## config.mk

```make
export PLATFORM = sky130hd
export DESIGN_NAME = led_blink_pattern_sequencer
export DESIGN_NICKNAME = d
export VERILOG_FILES = /design/src/lbps_pkg.sv /design/src/lbps_store.sv /design/src/lbps_core.sv /design/src/led_blink_pattern_sequencer.sv
export SDC_FILE = /design/constraint.sdc
export NUM_CORES = 2
export LEC_CHECK = 0
export BUFFER_PORTS_ARGS = -buffer_cell sky130_fd_sc_hd__buf_2
export CAP_MARGIN = 20
export CELL_PAD_IN_SITES_DETAIL_PLACEMENT = 0
export CELL_PAD_IN_SITES_GLOBAL_PLACEMENT = 1
export CORE_MARGIN = 4
export CORE_UTILIZATION = 45
export DETAILED_ROUTE_END_ITERATION = 10
export PLACE_DENSITY_LB_ADDON = 0.1
export RECOVER_POWER = 50
export SLEW_MARGIN = 20
export SYNTH_ARGS = -nofsm -noshare
export SYNTH_HDL_FRONTEND = slang
export SYNTH_SLANG_ARGS = --single-unit
```

## constraint.sdc

```tcl
create_clock -name i_clk -period 4.2 [get_ports i_clk]
set_input_delay 0.21 -clock i_clk [delete_from_list [all_inputs] [get_ports i_clk]]
set_output_delay 0.21 -clock i_clk [all_outputs]
set_load 0.02 [all_outputs]
```

## src/lbps_pkg.sv

```systemverilog
// lbps_pkg: shared types, constants and helper functions for the led pattern sequencer
// used by lbps_store, lbps_core, led_blink_pattern_sequencer and lbps_checker
// no dependencies
package lbps_pkg;

    // table geometry
    localparam int PATTERN_LEN = 32;
    localparam int IDX_W       = $clog2(PATTERN_LEN);
    localparam int ADDR_W      = IDX_W + 1;
    localparam int MEM_DEPTH   = 2 ** ADDR_W;

    // fixed field widths
    localparam int ENTRY_W     = 16;
    localparam int ENTRY_IDX_W = 5;
    localparam int TUSER_W     = 2;
    localparam int IN_TDATA_W  = 24;
    localparam int OUT_TDATA_W = 24;

    // default pattern contents
    localparam int ALARM_LEN   = 18;
    localparam int NORMAL_LEN  = 2;

    typedef logic [ENTRY_W-1:0] t_entry;
    typedef logic [IDX_W-1:0]   t_idx;
    typedef logic [ADDR_W-1:0]  t_addr;

    localparam t_entry NORMAL_DUR = 16'd500;
    localparam t_entry ALARM_INIT [ALARM_LEN] = '{
        16'd200, 16'd100, 16'd200, 16'd100, 16'd200, 16'd100,
        16'd500, 16'd100, 16'd500, 16'd100, 16'd500, 16'd100,
        16'd200, 16'd100, 16'd200, 16'd100, 16'd200, 16'd500
    };

    typedef enum logic [TUSER_W-1:0] {
        ACT_TICK  = 2'd0,
        ACT_WRITE = 2'd1,
        ACT_READ  = 2'd2
    } t_action;

    typedef struct packed {
        t_action                action;
        logic                   pin_level;
        logic                   table_select;
        logic [ENTRY_IDX_W-1:0] entry_index;
        t_entry                 entry_value;
    } t_item;

    typedef struct packed {
        t_entry read_data;
        logic   active_pattern;
        logic   led_on;
    } t_result;

    typedef struct packed {
        logic   en;
        t_addr  addr;
        t_entry data;
    } t_wr_req;

    localparam int RES_W = $bits(t_result);

    // reset content of one store entry, upper address bit picks the table
    function automatic t_entry init_entry(input t_addr a);
        t_idx   i;
        t_entry v;
        i = a[IDX_W-1:0];
        v = '0;
        if (a[ADDR_W-1]) begin
            if (32'(i) < ALARM_LEN) begin
                v = ALARM_INIT[i[4:0]];
            end
        end else begin
            if (32'(i) < NORMAL_LEN) begin
                v = NORMAL_DUR;
            end
        end
        return v;
    endfunction

    // step index advance with wrap at table end
    function automatic t_idx next_idx(input t_idx s);
        t_idx r;
        if (s == IDX_W'(PATTERN_LEN - 1)) begin
            r = '0;
        end else begin
            r = s + 1'b1;
        end
        return r;
    endfunction

    // store address of an entry given by the request fields
    function automatic t_addr item_addr(input logic tsel,
                                        input logic [ENTRY_IDX_W-1:0] idx);
        return {tsel, IDX_W'(idx)};
    endfunction

    function automatic logic idx_in_range(input logic [ENTRY_IDX_W-1:0] idx);
        return (32'(idx) < PATTERN_LEN);
    endfunction

endpackage

```

## src/lbps_store.sv

```systemverilog
// lbps_store: pattern table memory with per-entry valid bits over the default contents
// one write port, a prefetch read port and a request read port, plus entry 0 of each table
// depends on lbps_pkg
module lbps_store (
    input  logic            i_clk,
    input  logic            i_rst_n,
    input  lbps_pkg::t_wr_req i_wr,
    input  lbps_pkg::t_addr i_a_addr,
    input  logic            i_b_en,
    input  lbps_pkg::t_addr i_b_addr,
    output lbps_pkg::t_entry o_a_data,
    output lbps_pkg::t_entry o_b_data,
    output lbps_pkg::t_entry o_head_normal,
    output lbps_pkg::t_entry o_head_alarm
);

    lbps_pkg::t_entry r_mem [lbps_pkg::MEM_DEPTH];
    logic [lbps_pkg::MEM_DEPTH-1:0] r_vld;

    lbps_pkg::t_entry r_a_mem, r_a_fdata, r_b_mem, r_b_fdata;
    lbps_pkg::t_addr  r_a_addr, r_b_addr;
    logic             r_a_vld, r_a_fwd, r_b_vld, r_b_fwd;
    lbps_pkg::t_entry r_head_normal, r_head_alarm;

    logic a_hit, b_hit;

    assign a_hit = i_wr.en && (i_wr.addr == i_a_addr);
    assign b_hit = i_wr.en && (i_wr.addr == i_b_addr);

    // memory write and registered reads
    always_ff @(posedge i_clk) begin
        if (i_wr.en) begin
            r_mem[i_wr.addr] <= i_wr.data;
        end
        r_a_mem   <= r_mem[i_a_addr];
        r_a_addr  <= i_a_addr;
        r_a_fdata <= i_wr.data;
        if (i_b_en) begin
            r_b_mem   <= r_mem[i_b_addr];
            r_b_addr  <= i_b_addr;
            r_b_fdata <= i_wr.data;
        end
    end

    // valid bits, forward flags and table heads
    always_ff @(posedge i_clk) begin
        if (!i_rst_n) begin
            r_vld         <= '0;
            r_a_vld       <= 1'b0;
            r_a_fwd       <= 1'b0;
            r_b_vld       <= 1'b0;
            r_b_fwd       <= 1'b0;
            r_head_normal <= lbps_pkg::init_entry('0);
            r_head_alarm  <= lbps_pkg::init_entry({1'b1, lbps_pkg::IDX_W'(0)});
        end else begin
            if (i_wr.en) begin
                r_vld[i_wr.addr] <= 1'b1;
                if (i_wr.addr[lbps_pkg::IDX_W-1:0] == '0) begin
                    if (i_wr.addr[lbps_pkg::ADDR_W-1]) begin
                        r_head_alarm <= i_wr.data;
                    end else begin
                        r_head_normal <= i_wr.data;
                    end
                end
            end
            r_a_vld <= r_vld[i_a_addr];
            r_a_fwd <= a_hit;
            if (i_b_en) begin
                r_b_vld <= r_vld[i_b_addr];
                r_b_fwd <= b_hit;
            end
        end
    end

    // entries never written read as their default
    assign o_a_data = r_a_fwd ? r_a_fdata :
                      r_a_vld ? r_a_mem : lbps_pkg::init_entry(r_a_addr);
    assign o_b_data = r_b_fwd ? r_b_fdata :
                      r_b_vld ? r_b_mem : lbps_pkg::init_entry(r_b_addr);

    assign o_head_normal = r_head_normal;
    assign o_head_alarm  = r_head_alarm;

endmodule

```

## src/lbps_core.sv

```systemverilog
// lbps_core: sequencer state, tick and table request handling, result register
// depends on lbps_pkg
module lbps_core (
    input  logic              i_clk,
    input  logic              i_rst_n,
    input  lbps_pkg::t_item   i_item,
    input  logic              i_fire,
    input  lbps_pkg::t_entry  i_cur,
    input  lbps_pkg::t_entry  i_rd_entry,
    input  lbps_pkg::t_entry  i_head_normal,
    input  lbps_pkg::t_entry  i_head_alarm,
    output lbps_pkg::t_wr_req o_wr,
    output lbps_pkg::t_addr   o_a_addr,
    output lbps_pkg::t_result o_res
);

    lbps_pkg::t_idx    r_step, n_step;
    lbps_pkg::t_entry  r_delay, n_delay;
    logic              r_mode, n_mode;
    logic              r_last, n_last;
    logic              r_led, n_led;
    lbps_pkg::t_result r_res;

    lbps_pkg::t_idx   step0;
    lbps_pkg::t_entry load_val;
    lbps_pkg::t_entry rd;
    logic             idx_ok;

    assign idx_ok = lbps_pkg::idx_in_range(i_item.entry_index);

    // next state for the item in the input register
    always_comb begin
        n_step   = r_step;
        n_delay  = r_delay;
        n_mode   = r_mode;
        n_last   = r_last;
        n_led    = r_led;
        step0    = r_step;
        load_val = i_cur;
        rd       = '0;
        unique case (i_item.action)
            lbps_pkg::ACT_TICK: begin
                if (r_delay != '0) begin
                    n_delay = r_delay - 1'b1;
                end else begin
                    // zero entry ends the pattern, restart from entry 0
                    if (i_cur == '0) begin
                        step0    = '0;
                        load_val = r_mode ? i_head_alarm : i_head_normal;
                    end
                    n_led   = ~step0[0];
                    n_delay = load_val;
                    n_step  = lbps_pkg::next_idx(step0);
                end
                // pin change switches pattern, led left alone
                if (i_item.pin_level != r_last) begin
                    n_mode  = ~i_item.pin_level;
                    n_step  = lbps_pkg::next_idx('0);
                    n_delay = i_item.pin_level ? i_head_normal : i_head_alarm;
                    n_last  = i_item.pin_level;
                end
            end
            lbps_pkg::ACT_READ: begin
                if (idx_ok) begin
                    rd = i_rd_entry;
                end
            end
            default: begin
            end
        endcase
    end

    // table write request
    always_comb begin
        o_wr.en   = i_fire && (i_item.action == lbps_pkg::ACT_WRITE) && idx_ok;
        o_wr.addr = lbps_pkg::item_addr(i_item.table_select, i_item.entry_index);
        o_wr.data = i_item.entry_value;
    end

    // prefetch address of the current pattern entry
    assign o_a_addr = i_fire ? {n_mode, n_step} : {r_mode, r_step};

    // state registers
    always_ff @(posedge i_clk) begin
        if (!i_rst_n) begin
            r_step  <= '0;
            r_delay <= '0;
            r_mode  <= 1'b0;
            r_last  <= 1'b0;
            r_led   <= 1'b0;
        end else if (i_fire) begin
            r_step  <= n_step;
            r_delay <= n_delay;
            r_mode  <= n_mode;
            r_last  <= n_last;
            r_led   <= n_led;
        end
    end

    // result register
    always_ff @(posedge i_clk) begin
        if (i_fire) begin
            r_res.led_on         <= n_led;
            r_res.active_pattern <= n_mode;
            r_res.read_data      <= rd;
        end
    end

    assign o_res = r_res;

endmodule

```

## src/led_blink_pattern_sequencer.sv

```systemverilog
// led_blink_pattern_sequencer: top level, stream handshake, input and output registers
// depends on lbps_pkg, lbps_store, lbps_core
//
// Usage: every request on the slave stream produces exactly one result on the master
// stream. The request kind sits in i_s_tuser: tick with pin sample, table write or
// table read. A tick counts the current duration down and, when it has run out, steps
// the LED to the next pattern entry; a change of the sampled pin switches between the
// normal and the alarm pattern and restarts it. Writes and reads reach any entry of
// either table; a read returns the entry as read_data, all other requests give read_data 0.
// Pipeline: a taken request is held in the input register, its result in the result
// register. Throughput: one request per cycle unless the output stalls, bounded by the
// single registered read of the pattern memory that prefetches the current entry.
// Reset: state clears and both tables read as their default patterns at once, since a
// valid bit per entry covers the memory; requests are taken right after reset.
// Stall: a held result stays on o_m_tdata; one more request is held in the input
// register, after which o_s_tready drops until the result is taken.
module led_blink_pattern_sequencer (
    input  logic                              i_clk,
    input  logic                              i_rst_n,
    input  logic                              i_s_tvalid,
    output logic                              o_s_tready,
    // tdata: pin_level, table_select, entry_index[4:0], entry_value[15:0], zero pad
    input  logic [lbps_pkg::IN_TDATA_W-1:0]   i_s_tdata,
    // tuser: action[1:0]
    input  logic [lbps_pkg::TUSER_W-1:0]      i_s_tuser,
    output logic                              o_m_tvalid,
    input  logic                              i_m_tready,
    // tdata: led_on, active_pattern, read_data[15:0], zero pad
    output logic [lbps_pkg::OUT_TDATA_W-1:0]  o_m_tdata
);

    lbps_pkg::t_item   in_item, r_item;
    logic              r_iv, r_ov;
    logic              adv, fire, accept;
    lbps_pkg::t_wr_req wr;
    lbps_pkg::t_addr   a_addr;
    lbps_pkg::t_entry  a_data, b_data, head_normal, head_alarm;
    lbps_pkg::t_result res;

    // unpack request
    always_comb begin
        in_item.action       = lbps_pkg::t_action'(i_s_tuser);
        in_item.pin_level    = i_s_tdata[0];
        in_item.table_select = i_s_tdata[1];
        in_item.entry_index  = i_s_tdata[6:2];
        in_item.entry_value  = i_s_tdata[22:7];
    end

    // handshake
    assign adv        = !r_ov || i_m_tready;
    assign fire       = r_iv && adv;
    assign o_s_tready = !r_iv || adv;
    assign accept     = i_s_tvalid && o_s_tready;

    always_ff @(posedge i_clk) begin
        if (!i_rst_n) begin
            r_iv <= 1'b0;
            r_ov <= 1'b0;
        end else begin
            if (o_s_tready) begin
                r_iv <= i_s_tvalid;
            end
            if (adv) begin
                r_ov <= r_iv;
            end
        end
    end

    // input register
    always_ff @(posedge i_clk) begin
        if (accept) begin
            r_item <= in_item;
        end
    end

    lbps_store u_store (
        .i_clk         (i_clk),
        .i_rst_n       (i_rst_n),
        .i_wr          (wr),
        .i_a_addr      (a_addr),
        .i_b_en        (accept),
        .i_b_addr      (lbps_pkg::item_addr(in_item.table_select, in_item.entry_index)),
        .o_a_data      (a_data),
        .o_b_data      (b_data),
        .o_head_normal (head_normal),
        .o_head_alarm  (head_alarm)
    );

    lbps_core u_core (
        .i_clk         (i_clk),
        .i_rst_n       (i_rst_n),
        .i_item        (r_item),
        .i_fire        (fire),
        .i_cur         (a_data),
        .i_rd_entry    (b_data),
        .i_head_normal (head_normal),
        .i_head_alarm  (head_alarm),
        .o_wr          (wr),
        .o_a_addr      (a_addr),
        .o_res         (res)
    );

    // pack result
    assign o_m_tvalid = r_ov;
    assign o_m_tdata  = {(lbps_pkg::OUT_TDATA_W - lbps_pkg::RES_W)'(0), res};

endmodule

```

==> Implementation_results.wiki <==
{| class="wikitable"
! Metric !! Value
|-
| Gate Count Post-Synth || 4,341
|-
| Biggest fanout along the worst timing path || 7
|-
| Worst clock skew || 21.00 ps
|-
| Most area-consuming cells after synthesis || edfxtp_1 (55%), mux4_2 (13%), dfxtp_1 (5.5%), nand2_1 (3.3%), mux2i_1 (2.4%)
|-
| DR pass1 iterations || 5
|-
| Actual slew at the worst max-slew pin || 3686 ps
|-
| Cell taking the most area after synthesis || edfxtp_1
|-
| Run status || complete, but fails checks
|-
| Reg clk slew, reported paths || 60 ps
|-
| Power consumption || 0.02814 W
|-
| Kind of start point of the critical path || register
|-
| Antenna violation net count after detailed routing || 0
|-
| Global-route usage over all layers || 32.53%
|-
| Number of buffers created by CTS || 142
|-
| Max-Cap Viols || 24
|-
| Wire length of the first global-routing pass || 325.0 mm
|-
| Delay of the slowest cell on the worst path || 620 ps
|-
| Total I/O pin count || 56
|-
| Clock network latency to the later pin of the worst-skew pair || 780 ps
|-
| Type of destination of the critical path || register
|-
| Adder and majority cell fraction of the synthesized area || 0.06251%
|-
| Post-placement worst setup slack || -1210 ps
|-
| Most used cell along the critical path || buf_6
|-
| Static Leakage || 23.63 nW
|-
| Overall die area || 0.1393 sq mm
|-
| Final Setup Violations || 20
|-
| Complex-gate fraction of the synthesized area || 11.09%
|-
| DR vias/cell || 6.675
|-
| Synthesis-to-finish area growth || 19.87%
|-
| Critical Path, Cell by Cell || nor4_4 > buf_4 > a311o_1 > o311a_4 > a31oi_4 > ha_2 > and4_1 > ha_1 > nand4_1 > buf_6 > buf_12 > buf_6 > and3_4 > a211oi_2 > a2111oi_2 > o32a_1 > o211ai_1 > o221ai_1
|-
| Total number of yosys warnings || 0
|-
| Combinational family with the most area after synthesis || multiplexers
|-
| Count of final max-slew check failures || 1,319
|-
| DRC || 0
|-
| Largest buffer count on any clock path || 3
|-
| Crit path required time || 4800 ps
|-
| Async S/R FF share, synth || 0%
|-
| Number of antenna violations at the first check in global routing || 21
|-
| Post-DR wirelength/cell || 35.00 um
|-
| Cell area power density || 391.0 mW/mm^2
|-
| Sequential area share after synthesis || 60.43%
|-
| Largest net degree at the start of global routing || 76
|-
| Area share of the leading cell type in the synthesized netlist || 54.96%
|-
| Setup slack of the critical path after layout || -532.6 ps
|-
| Average footprint of a synthesized cell || 13.83 sq um
|-
| CP top delay family || compound AO/OA/AOI/OAI gates
|-
| Setup repair after global routing missed its margin || yes
|-
| Initial DRC count || 6,141
|-
| Maximum clock frequency || 211.3 MHz
|-
| Clock root cell || clkbuf_16
|-
| WP data arrival || 5330 ps
|-
| TritonCTS Sinks || 1,263
|-
| Shortest clock period the worst path allows after layout || 4733 ps
|-
| Area of the mapped netlist || 0.06005 sq mm
|-
| Max-slew headroom || -145.7%
|-
| Total of flip-flops plus latches after synthesis || 1,263
|-
| Final hold viol count || 0
|-
| Distinct cell type count of the synthesized netlist || 77
|-
| Aggregate routed wire length || 230.4 mm
|-
| Vias after detailed routing || 43,940
|-
| HPWL after detailed placement || 145.3 mm
|-
| # fillers || 10,780
|-
| H-tree depth || 4
|-
| Number of rows in the core area || 133
|-
| Number of nets at the end of the flow || 4,740
|-
| Starting density of the core || 45.50%
|-
| Number of flops mapped to enable cells by yosys || 1,099
|-
| Fraction of layout cells with a size suffix above 1 || 28.46%
|-
| Number of global-route vias before repair || 42,390
|-
| Global route overflow || 0
|-
| Quantity of I/O buffers inserted on ports || 48
|-
| Worst ir drop on vdd || 0.4124 mV
|-
| Floorplan Core Area || 0.1320 sq mm
|-
| Post-route clock period utilization || 112.7%
|-
| Height of the die || 373.3 um
|-
| Failing checks || capacitance limit, slew limit, setup timing
|-
| Final RePlAce weighted congestion || 0.8964
|-
| Mux contribution to synthesized area || 17.31%
|-
| CTS tree || yes
|-
| Post-Synth Simple-Gate Area || 7.764%
|-
| Library cell contributing the largest single delay on the critical path || o211ai_1
|-
| Category of the most critical setup path || register to register
|-
| Hold WC Path Type || input pin to register
|-
| Area share of xor/xnor cells in the synthesized design || 0.3355%
|-
| Critical path buffer and inverter count || 4
|-
| Top flip-flop cell by instance count after synthesis || edfxtp_1
|-
| Horizontal die dimension || 373.3 um
|}
## layout make-up
type                       instances  area [sq um]  area share [%]
timing repair buffer             597          5718           7.944
sequential                      1263         36290           50.41
inverter                          58         244.0          0.3390
multi-input combinational       2645         22950           31.88
tap                             1755          2196           3.051
clock buffer                     185          3901           5.420
antenna                            6         15.01         0.02086
clock inverter                    73         671.9          0.9334
## cells in the mapped netlist, types with 9 or more instances
cell and instances:
o21a_1 14, nor4_1 11, mux2_1 19, o21ai_0 178, nand2_1 526, o221ai_1 35
nand3_1 80, o41ai_1 17, a211oi_1 159, edfxtp_1 1099, a31oi_1 22, mux2i_1 146
xnor2_1 19, buf_4 16, o32a_1 16, mux2_2 58, o211ai_1 97, o2111ai_1 38
nor2b_1 11, buf_1 51, and3_1 86, a221oi_1 40, a2111oi_0 18, nor2_1 219
a22oi_1 25, buf_2 71, dfxtp_1 164, clkbuf_1 240, a21oi_1 262, nor3_1 23
mux4_2 358, and4_1 35, nand2b_1 9, inv_1 51, a211o_1 35
## worst paths after layout
check	cells past startpoint	start	slack, ps	end
setup reg to reg	18	u_store.r_a_mem[9]	-530	u_store.r_a_mem[7]
hold / removal	2	i_s_tdata[19]	150	r_item[12]
hold reg to reg	2	u_core.r_led	470	u_core.r_led
setup / recovery	18	u_store.r_a_mem[9]	-530	u_store.r_a_mem[7]
## registers in the layout, indices dropped and copies added (netlist names), 18 cells and up
| signal | count |
|---|---|
| u_store.r_vld | 64 |
| u_core.o_res | 18 |
| u_store.r_mem | 1024 |
| r_item | 24 |
## routing by layer
| metal | share of wire [%] | routed length, um | vias up | global-route usage, % |
|---|---|---|---|---|
| met5 | 0.011 | 25 | - | 0 |
| li1 | - | - | 18010 | - |
| met1 | 40 | 93180 | 22590 | 46.05 |
| met3 | 9.9 | 22800 | 591 | 6.491 |
| met2 | 44 | 102000 | 2743 | 48.75 |
| met4 | 5.4 | 12350 | 4 | 14.88 |
## layout by cell type (no fill, tap or decap), types with 79 or more instances in the layout
master,netlist,layout
edfxtp_1,1099,1099
nand2_1,526,525
buf_4,16,385
mux4_2,358,358
a21oi_1,262,261
o21ai_0,178,177
dfxtp_1,164,161
nor2_1,219,154
clkbuf_16,0,147
mux2i_1,146,141
a211oi_1,159,106
o211ai_1,97,97
buf_12,0,88
nand3_1,80,79
## power breakdown
part / internal [W] / leakage (nW) / switching (W)
logic: 0.000727 / 10.1 / 0.00119
clock network: 0.00727 / 2.25 / 0.00513
registers: 0.0138 / 11.3 / 0.0000614
## stage by stage
stage / instances / util (%) / instance area (sq um) / hold slack, ps / TNS, ps
after floorplan: 4346 / - / 60070 / 308.9 / 0
after global placement: 6253 / 49.93 / 65880 / 387.2 / -19310
after detailed placement: 6253 / 49.93 / 65890 / 388.4 / -12700
after CTS: 6570 / 54.42 / 71820 / 78.82 / -5648
after global routing: 6576 / 54.53 / 71970 / 143.2 / -9393
final: 6582 / 54.55 / 71980 / 148.5 / -6708
## cells by family (layout without fill, tap and decap cells)
family | after synthesis | count (layout)
flops | 1263 | 1263
compound gates | 993 | 993
mux | 581 | 581
buf+inv | 438 | 913
fa+ha+maj | 3 | 3
simple gates | 1039 | 1039
other cells | 1 | 12
xor+xnor | 23 | 23
## repair_timing
action                                  CTS  global route
hold buffers                             24             0
pin swaps                                65            48
resized for setup                       147            51
gates cloned                              9             0
endpoints found under the setup margin   18            18
endpoints found under the hold margin    51             0
setup buffers                            27             7
(Power assumes the default switching activity.)
